File: src/rtl/core/sliding_window_rate_limiter_top_macros.svh
// ---------------------------------------------------------------------------
// Assertion macros for the sliding window rate limiter
// Concurrent checks compiled in simulation and empty for synthesis
// ---------------------------------------------------------------------------
`ifndef SLIDING_WINDOW_RATE_LIMITER_TOP_MACROS_SVH
`define SLIDING_WINDOW_RATE_LIMITER_TOP_MACROS_SVH

`ifndef SYNTHESIS

// same-cycle implication, disabled in reset
`define SWRL_ASSERT_IMPLIES(label, clk, rst_n, ante, cons, msg) \
    label: assert property (@(posedge clk) disable iff (!rst_n) (ante) |-> (cons)) \
        else $error(msg);

// next-cycle implication, disabled in reset
`define SWRL_ASSERT_NEXT(label, clk, rst_n, ante, cons, msg) \
    label: assert property (@(posedge clk) disable iff (!rst_n) (ante) |=> (cons)) \
        else $error(msg);

`else

`define SWRL_ASSERT_IMPLIES(label, clk, rst_n, ante, cons, msg)
`define SWRL_ASSERT_NEXT(label, clk, rst_n, ante, cons, msg)

`endif

`endif

File: src/rtl/core/swrl_pkg.sv
// ---------------------------------------------------------------------------
// swrl_pkg
// Shared constants and types of the sliding window rate limiter
// ---------------------------------------------------------------------------
`default_nettype none

package swrl_pkg;

    // default sizes
    localparam int DEF_MAX_QUOTA = 64;
    localparam int DEF_TIME_BITS = 48;

    // register widths
    localparam int WINDOW_W   = 32;
    localparam int QUOTA_W    = 7;
    localparam int CFG_ADDR_W = 1;
    localparam int CFG_DATA_W = 32;

    // register indexes
    localparam logic [CFG_ADDR_W-1:0] REG_WINDOW_LENGTH = 1'd0;
    localparam logic [CFG_ADDR_W-1:0] REG_QUOTA_IN_USE  = 1'd1;

    // register reset values
    localparam logic [WINDOW_W-1:0] RESET_WINDOW = 32'd1000;
    localparam logic [QUOTA_W-1:0]  RESET_QUOTA  = 7'd64;

    // configuration as seen by the datapath
    typedef struct packed {
        logic [WINDOW_W-1:0] window_length;
        logic [QUOTA_W-1:0]  quota_in_use;
    } swrl_cfg_t;

endpackage

`default_nettype wire

File: src/rtl/core/sliding_window_rate_limiter_top.sv
// ---------------------------------------------------------------------------
// sliding_window_rate_limiter_top
// Sliding window rate limiter with a ring of permitted-time slots
// ---------------------------------------------------------------------------
// Usage:
//   s_ channel carries one request word per event (now_time in s_tdata).
//   m_ channel returns exactly one word per request (permitted_time).
//   cfg_wr_en/cfg_addr/cfg_wdata write window_length (0) and quota_in_use (1);
//   write only while no request is in flight, which the block does not enforce.
// Path: an accepted request loads the compute stage (b_ regs and registered
//   slot read), then the output register that drives m_tvalid once it is free.
// Throughput: one request per cycle unless clearing or stalled, one slot read
//   and one slot write of the slot memory each cycle; a request that reuses the
//   slot written in the same cycle gets the value forwarded from the compute stage.
// Reset: registers return to window 1000, quota 64, pointer to slot zero;
//   the slot memory is then cleared one entry a cycle over every entry,
//   with s_tready low meanwhile.
// Stall: with m_tready low the output word holds, one more request can sit
//   in the compute stage, and s_tready drops once both are full.
// ---------------------------------------------------------------------------
`default_nettype none

`include "sliding_window_rate_limiter_top_macros.svh"

module sliding_window_rate_limiter_top #(
    parameter int MAX_QUOTA = swrl_pkg::DEF_MAX_QUOTA,
    parameter int TIME_BITS = swrl_pkg::DEF_TIME_BITS,
    parameter int DATA_W    = ((TIME_BITS + 7) / 8) * 8
) (
    input  wire logic                              aclk,
    input  wire logic                              aresetn,
    // request channel
    input  wire logic                              s_tvalid,
    output logic                                   s_tready,
    input  wire logic [DATA_W-1:0]                 s_tdata,   // now_time
    // result channel
    output logic                                   m_tvalid,
    input  wire logic                              m_tready,
    output logic      [DATA_W-1:0]                 m_tdata,   // permitted_time
    // register write port
    input  wire logic                              cfg_wr_en,
    input  wire logic [swrl_pkg::CFG_ADDR_W-1:0]   cfg_addr,
    input  wire logic [swrl_pkg::CFG_DATA_W-1:0]   cfg_wdata
);

    localparam int IDX_W = (MAX_QUOTA > 1) ? $clog2(MAX_QUOTA) : 1;

    swrl_pkg::swrl_cfg_t  cfg_reg;

    logic                 s_fire;
    logic                 b_adv;
    logic                 clr_busy;
    logic [IDX_W-1:0]     cur_idx;
    logic [TIME_BITS-1:0] rd_data;
    logic [TIME_BITS-1:0] stamp;
    logic [TIME_BITS-1:0] b_permitted;

    logic                 b_valid_reg;
    logic [TIME_BITS-1:0] b_now_reg;
    logic [IDX_W-1:0]     b_idx_reg;
    logic                 fwd_hit_reg;
    logic [TIME_BITS-1:0] fwd_val_reg;
    logic                 out_valid_reg;
    logic [TIME_BITS-1:0] out_data_reg;

    // register writes
    always_ff @(posedge aclk) begin
        if (!aresetn) begin
            cfg_reg.window_length <= swrl_pkg::RESET_WINDOW;
            cfg_reg.quota_in_use  <= swrl_pkg::RESET_QUOTA;
        end else if (cfg_wr_en) begin
            unique case (cfg_addr)
                swrl_pkg::REG_WINDOW_LENGTH: begin
                    cfg_reg.window_length <= cfg_wdata[swrl_pkg::WINDOW_W-1:0];
                end
                swrl_pkg::REG_QUOTA_IN_USE: begin
                    cfg_reg.quota_in_use <= cfg_wdata[swrl_pkg::QUOTA_W-1:0];
                end
                default: ;
            endcase
        end
    end

    // handshake
    assign b_adv    = !out_valid_reg || m_tready;
    assign s_tready = !clr_busy && (!b_valid_reg || b_adv);
    assign s_fire   = s_tvalid && s_tready;

    swrl_slot_ptr #(
        .MAX_QUOTA (MAX_QUOTA),
        .IDX_W     (IDX_W)
    ) u_ptr (
        .aclk    (aclk),
        .aresetn (aresetn),
        .cfg     (cfg_reg),
        .advance (s_fire),
        .cur_idx (cur_idx)
    );

    swrl_slot_ram #(
        .MAX_QUOTA (MAX_QUOTA),
        .TIME_BITS (TIME_BITS),
        .IDX_W     (IDX_W)
    ) u_ram (
        .aclk     (aclk),
        .aresetn  (aresetn),
        .rd_en    (s_fire),
        .rd_addr  (cur_idx),
        .rd_data  (rd_data),
        .wr_en    (b_valid_reg && b_adv),
        .wr_addr  (b_idx_reg),
        .wr_data  (b_permitted),
        .clr_busy (clr_busy)
    );

    // slot value, forwarded when the previous request wrote the same slot
    assign stamp = fwd_hit_reg ? fwd_val_reg : rd_data;

    swrl_time_calc #(
        .TIME_BITS (TIME_BITS)
    ) u_calc (
        .stamp          (stamp),
        .window_length  (cfg_reg.window_length),
        .now_time       (b_now_reg),
        .permitted_time (b_permitted)
    );

    // compute stage control
    always_ff @(posedge aclk) begin
        if (!aresetn) begin
            b_valid_reg <= 1'b0;
            fwd_hit_reg <= 1'b0;
        end else if (s_fire) begin
            b_valid_reg <= 1'b1;
            fwd_hit_reg <= b_valid_reg && (b_idx_reg == cur_idx);
        end else if (b_adv) begin
            b_valid_reg <= 1'b0;
            fwd_hit_reg <= 1'b0;
        end
    end

    // compute stage payload
    always_ff @(posedge aclk) begin
        if (s_fire) begin
            b_now_reg   <= s_tdata[TIME_BITS-1:0];
            b_idx_reg   <= cur_idx;
            fwd_val_reg <= b_permitted;
        end
    end

    // output register
    always_ff @(posedge aclk) begin
        if (!aresetn) begin
            out_valid_reg <= 1'b0;
        end else if (b_adv) begin
            out_valid_reg <= b_valid_reg;
        end
    end

    always_ff @(posedge aclk) begin
        if (b_adv && b_valid_reg) begin
            out_data_reg <= b_permitted;
        end
    end

    assign m_tvalid = out_valid_reg;
    assign m_tdata  = DATA_W'(out_data_reg);

    // checks
    `SWRL_ASSERT_IMPLIES(a_no_accept_in_clear, aclk, aresetn,
        clr_busy, !s_tready, "request accepted during slot clearing")
    `SWRL_ASSERT_NEXT(a_fwd_on_same_slot, aclk, aresetn,
        s_fire && b_valid_reg && (b_idx_reg == cur_idx), fwd_hit_reg,
        "back-to-back reuse of a slot not forwarded")
    `SWRL_ASSERT_IMPLIES(a_fwd_needs_item, aclk, aresetn,
        fwd_hit_reg, b_valid_reg, "forward flag set with empty compute stage")
    `SWRL_ASSERT_NEXT(a_stage_holds, aclk, aresetn,
        b_valid_reg && !b_adv, b_valid_reg && $stable(b_idx_reg),
        "compute stage lost its request while stalled")

endmodule

`default_nettype wire

File: src/rtl/core/swrl_slot_ram.sv
// ---------------------------------------------------------------------------
// swrl_slot_ram
// Slot stamp memory with registered read and a clearing pass after reset
// ---------------------------------------------------------------------------
`default_nettype none

module swrl_slot_ram #(
    parameter int MAX_QUOTA = swrl_pkg::DEF_MAX_QUOTA,
    parameter int TIME_BITS = swrl_pkg::DEF_TIME_BITS,
    parameter int IDX_W     = (MAX_QUOTA > 1) ? $clog2(MAX_QUOTA) : 1
) (
    input  wire logic                 aclk,
    input  wire logic                 aresetn,
    input  wire logic                 rd_en,
    input  wire logic [IDX_W-1:0]     rd_addr,
    output logic      [TIME_BITS-1:0] rd_data,
    input  wire logic                 wr_en,
    input  wire logic [IDX_W-1:0]     wr_addr,
    input  wire logic [TIME_BITS-1:0] wr_data,
    output logic                      clr_busy
);

    localparam logic [IDX_W-1:0] LAST_ADDR = IDX_W'(MAX_QUOTA - 1);

    logic [TIME_BITS-1:0] mem [MAX_QUOTA];
    logic [TIME_BITS-1:0] rd_data_reg;
    logic                 clearing_reg;
    logic                 clearing_next;
    logic [IDX_W-1:0]     clr_addr_reg;
    logic [IDX_W-1:0]     clr_addr_next;

    // clearing sweep, one entry per cycle
    always_comb begin
        clearing_next = clearing_reg;
        clr_addr_next = clr_addr_reg;
        if (clearing_reg) begin
            clr_addr_next = clr_addr_reg + 1'b1;
            if (clr_addr_reg == LAST_ADDR) begin
                clearing_next = 1'b0;
            end
        end
    end

    always_ff @(posedge aclk) begin
        if (!aresetn) begin
            clearing_reg <= 1'b1;
            clr_addr_reg <= '0;
        end else begin
            clearing_reg <= clearing_next;
            clr_addr_reg <= clr_addr_next;
        end
    end

    // single write port, shared by the sweep and the datapath
    always_ff @(posedge aclk) begin
        if (clearing_reg) begin
            mem[clr_addr_reg] <= '0;
        end else if (wr_en) begin
            mem[wr_addr] <= wr_data;
        end
    end

    // registered read port
    always_ff @(posedge aclk) begin
        if (rd_en) begin
            rd_data_reg <= mem[rd_addr];
        end
    end

    assign rd_data  = rd_data_reg;
    assign clr_busy = clearing_reg;

endmodule

`default_nettype wire

File: src/rtl/core/swrl_slot_ptr.sv
// ---------------------------------------------------------------------------
// swrl_slot_ptr
// Oldest slot pointer, wrapped at the effective quota
// ---------------------------------------------------------------------------
`default_nettype none

module swrl_slot_ptr #(
    parameter int MAX_QUOTA = swrl_pkg::DEF_MAX_QUOTA,
    parameter int IDX_W     = (MAX_QUOTA > 1) ? $clog2(MAX_QUOTA) : 1
) (
    input  wire logic                   aclk,
    input  wire logic                   aresetn,
    input  wire swrl_pkg::swrl_cfg_t    cfg,
    input  wire logic                   advance,
    output logic      [IDX_W-1:0]       cur_idx
);

    localparam int QW = $clog2(MAX_QUOTA + 1);
    localparam int CW = (QW > swrl_pkg::QUOTA_W) ? QW : swrl_pkg::QUOTA_W;
    localparam logic [CW-1:0] MAX_Q = CW'(MAX_QUOTA);

    logic [IDX_W-1:0] oldest_reg;
    logic [IDX_W-1:0] oldest_next;
    logic [CW-1:0]    quota_ext;
    logic [CW-1:0]    eff_quota;
    logic [CW-1:0]    inc_ext;

    // quota of zero counts as one, above the store size as the store size
    always_comb begin
        quota_ext = CW'(cfg.quota_in_use);
        if (quota_ext == '0) begin
            eff_quota = CW'(1);
        end else if (quota_ext > MAX_Q) begin
            eff_quota = MAX_Q;
        end else begin
            eff_quota = quota_ext;
        end
    end

    // current slot and the one after it
    always_comb begin
        if (CW'(oldest_reg) >= eff_quota) begin
            cur_idx = '0;
        end else begin
            cur_idx = oldest_reg;
        end
        inc_ext = CW'(cur_idx) + CW'(1);
        if (inc_ext >= eff_quota) begin
            oldest_next = '0;
        end else begin
            oldest_next = inc_ext[IDX_W-1:0];
        end
    end

    always_ff @(posedge aclk) begin
        if (!aresetn) begin
            oldest_reg <= '0;
        end else if (advance) begin
            oldest_reg <= oldest_next;
        end
    end

endmodule

`default_nettype wire

File: src/rtl/core/swrl_time_calc.sv
// ---------------------------------------------------------------------------
// swrl_time_calc
// Permitted time: later of now and the saturated slot stamp plus window
// ---------------------------------------------------------------------------
`default_nettype none

module swrl_time_calc #(
    parameter int TIME_BITS = swrl_pkg::DEF_TIME_BITS
) (
    input  wire logic [TIME_BITS-1:0]          stamp,
    input  wire logic [swrl_pkg::WINDOW_W-1:0] window_length,
    input  wire logic [TIME_BITS-1:0]          now_time,
    output logic      [TIME_BITS-1:0]          permitted_time
);

    localparam int SUM_W = ((TIME_BITS > swrl_pkg::WINDOW_W) ?
                            TIME_BITS : swrl_pkg::WINDOW_W) + 1;

    logic [SUM_W-1:0]     sum;
    logic                 overflow;
    logic [TIME_BITS-1:0] cand;

    // saturating add
    assign sum      = SUM_W'(stamp) + SUM_W'(window_length);
    assign overflow = |sum[SUM_W-1:TIME_BITS];
    assign cand     = overflow ? '1 : sum[TIME_BITS-1:0];

    // later of the two
    assign permitted_time = (now_time > cand) ? now_time : cand;

endmodule

`default_nettype wire
File: config.mk
export PLATFORM = sky130hd
export DESIGN_NAME = sliding_window_rate_limiter_top
export DESIGN_NICKNAME = d
export VERILOG_FILES = /design/src/rtl/core/swrl_pkg.sv /design/src/rtl/core/sliding_window_rate_limiter_top.sv /design/src/rtl/core/swrl_slot_ram.sv /design/src/rtl/core/swrl_slot_ptr.sv /design/src/rtl/core/swrl_time_calc.sv
export VERILOG_INCLUDE_DIRS = /design/src /design/src/rtl/core
export SDC_FILE = /design/constraint.sdc
export NUM_CORES = 2
export LEC_CHECK = 0
export ABC_AREA = 1
export BUFFER_PORTS_ARGS = -buffer_cell sky130_fd_sc_hd__buf_2
export CAP_MARGIN = 20
export CORE_AREA = 2 2 601 603
export CTS_CLUSTER_SIZE = 30
export DETAILED_ROUTE_END_ITERATION = 10
export DIE_AREA = 0 0 603 605
export GPL_ROUTABILITY_DRIVEN = 1
export PLACE_DENSITY = 0.5
export SETUP_SLACK_MARGIN = 0.15
export SLEW_MARGIN = 15
export SYNTH_ARGS = -nofsm -noshare
export SYNTH_HDL_FRONTEND = slang
export SYNTH_HIERARCHICAL = 1
export SYNTH_SLANG_ARGS = --single-unit
File: constraint.sdc
create_clock -name aclk -period 17 [get_ports aclk]
set_input_delay 5.1 -clock aclk [delete_from_list [all_inputs] [get_ports aclk]]
set_output_delay 5.1 -clock aclk [all_outputs]
set_load 0.02 [all_outputs]
==> impl_metrics.toml <==
[run_status]
outcome = "completed"

[cts]
cts.repair.resized = 0
cts_setup_buffers = 0
clock_latency_ns = 0.96
clkTransAtPathRegs_ns = 0.06
cts.sinks = 3325
cts-htree-levels = 5
hold_buffers = 0
cts-buffers-inserted = 363
cts-root-buf = "clkbuf_16"
clk_path_buf_depth = 4
cts_tree = "done"

[worst_setup_path]
required_ns = 11.90
cp_top_family = "simple AND/OR/NAND/NOR gates"
critPathSlowestCell = "nor2_2"
critPathBufInv = 3
critPathArrivalTime_ns = 5.90
end_kind = "output pin"
cp-start-kind = "input pin"
path_max_fanout = 4
worstRegToRegCells = 32
crit_cells = 6
rr_startpoint = "fwd_hit_reg$_SDFFE_PN0P_"
setup.worst_path.start = "m_tready"
critPathMaxStageDelay_ns = 0.26
crit_chain = "buf_2, nor2_2, nand2_1, nand2_1, inv_1, buf_2"
critPathKind = "input pin to output pin"
r2r-end = "u_ram/mem[56][47]$_DFFE_PP_"
reg2reg_setup_slack_ns = 9.86

[timing]
worst_slew_pin_slew_ns = 1.25
timing.final.ws_setup_ns = 6.00
rsz0062_at_grt = "no"
setup_violations = 0
period_needed_ns = 11.00
final.period_utilization_pct = 64.7
finalSetupTns_ns = 0
max_slew_margin_pct = 16.4
slew_violations = 0
clock_skew_ns = 0.0697
fmax_mhz = 90.9
hold_violations = 0

[pwr]
power.leakage_nw = 56.9
p_clk_share_pct = 45.7
switching_share_pct = 20.4
p_int_mw = 13.5
vdd.ir_drop.worst_v = 0.0000960
p_comb_share_pct = 1.6
p_per_area_mw_per_mm2 = 109
pwr-share-seq_pct = 52.7
p_switching_mw = 3.46

[floorplanning]
die-area_mm2 = 0.365
core-area_mm2 = 0.358
placementRows = 220
die_x_um = 603
initial_core_util_pct = 38.8
ios = 136
fp.dieH_um = 605

[logic_synthesis]
synth_common_cells = "nand2_1 (4,048), edfxtp_1 (3,270), nand3_1 (2,980), buf_2 (391), inv_1 (323)"
netlist_instances = 12078
synthesis.nets = 12260
async_flop_share_pct = 0
yosys_warnings = 6
synthMostInstantiatedCell = "nand2_1"
yosysSeqAreaShare_pct = 71.4
synth_edf_count = 3270
yosys-top-cells-area = "edfxtp_1 (71%), nand2_1 (11%), nand3_1 (11%), buf_2 (1.4%), inv_1 (0.87%)"
synth_cell_types = 46
synth_ff_type = "edfxtp_1"
avgSynthCellArea_um2 = 11.5
synth_top_area_cell = "edfxtp_1"
syn_area_mm2 = 0.139
ys_seq_elements = 3325
synth_top_area_share_pct = 70.6

[global_route]
globalRoute.busiestLayer = "met2"
grt_max_degree = 186
antenna_found_initial = 16
grt_use_total_pct = 23.2
met3_usage_pct = 3.77
grt_pass1_vias = 87861
grt_util_met1_pct = 32.5
grt_util_met2_pct = 37.4
grt_overflow = 0
grt_first_pass_wirelength_um = 622000

[route]
ant_nets = 0
wl_um = 431000
viasPerCell = 5.37
wl_per_cell_um = 25.1
drt_iter0_drc = 9547
num_vias = 92271
firstDrtPassIters = 6
drc_errors = 0

[finish]
nets = 12265
synthToLayoutAreaGrowth_pct = 12.2
postLayoutCoreUtil_pct = 43.6
largest_reg_flops = 3072
largest-register = "u_ram/mem"
final.fill_count = 33021
drive_gt1_share_pct = 8.78

[worst_hold_path]
worstHoldPathType = "register to register"
holdPathEnd = "cfg_reg[12]$_SDFFE_PN1P_"
hold_depth = 2
hold_start = "cfg_reg[12]$_SDFFE_PN1P_"

[place]
pre_cts_ws_ns = 6.00
portBuffers = 135
gp_congestion = 0.902
hpwl_um = 233000

[run]
maxCapViolCount = 0
[power by group through the flow]
stage | clock network [mW] | logic (mW) | registers, mW
after global placement | 0 | 0.275 | 9.11
after CTS | 7.89 | 0.278 | 8.94
after global routing | 8.20 | 0.303 | 8.93
after detailed placement | 0 | 0.277 | 9.11
final | 7.75 | 0.278 | 8.94
after floorplan | 0 | 0.157 | 9.10
[cells in the final DEF (no fill, tap or decap), types with 50 or more instances in the layout]
cell,n
a21oi_1,51
buf_2,135
buf_4,198
clkbuf_1,68
clkbuf_16,377
clkinv_1,103
clkinv_2,62
dfxtp_1,54
edfxtp_1,3270
ha_1,95
inv_1,317
nand2_1,4047
nand3_1,2980
nor2_1,178
nor2_4,113
o21ai_0,50
[cell families after synthesis]
kind of cell / Yosys count / share of synthesized area (%)
adders and majority gates: 96 / 0.869
DFF: 3325 / 71.4
AOI/OAI and AO/OA: 125 / 0.502
and+or+nand+nor: 7446 / 23.2
xor gates and xnor gates: 20 / 0.126
buffers and inverters: 1066 / 3.97
[worst max-delay path by stage]
stage                                       endpoint  slack (ns)
after floorplan           u_ram/mem[42][0]$_DFFE_PP_        3.59
after global placement                      s_tready        5.93
after detailed placement                    s_tready        6.00
after CTS                                   s_tready        5.99
after global routing                        s_tready        5.92
final                                       s_tready        6.00
[per-layer routing]
metal	part of all wire [%]	up-vias
met5	0.0039	-
met4	2.5	4
met3	6.9	575
met2	47	3023
met1	44	46284
li1	-	42385
[worst register-to-register path, delay by kind of cell (launching register included)]
kind	cells	cell delay, ns
AND/OR/NAND/NOR	22	3.62
adder cells (fa/ha/maj)	3	0.85
buffers and inverters	7	1.91
flip-flops	1	0.32
[layout make-up]
class	instances	area [um2]	area share, %
Antenna cell	28	70.1	0.0449
Clock buffer	446	9690	6.21
Inverter	350	1390	0.889
Clock inverter	218	1910	1.22
Multi-Input combinational cell	7687	35200	22.5
Sequential cell	3325	99300	63.6
Timing Repair Buffer	356	2650	1.70
Tap cell	4773	5970	3.82
[metrics by stage]
stage | instance area, um2 | cells | total power, mW | hold slack [ns]
floorplan | 139000 | 12078 | 9.26 | 0.433
global placement | 144000 | 16484 | 9.38 | 0.474
detailed placement | 144000 | 16487 | 9.38 | 0.479
CTS | 156000 | 17151 | 17.1 | 0.492
global route | 156000 | 17156 | 17.4 | 0.503
finish | 156000 | 17183 | 17.0 | 0.491
Note: power is estimated with default switching activity, not from simulation.
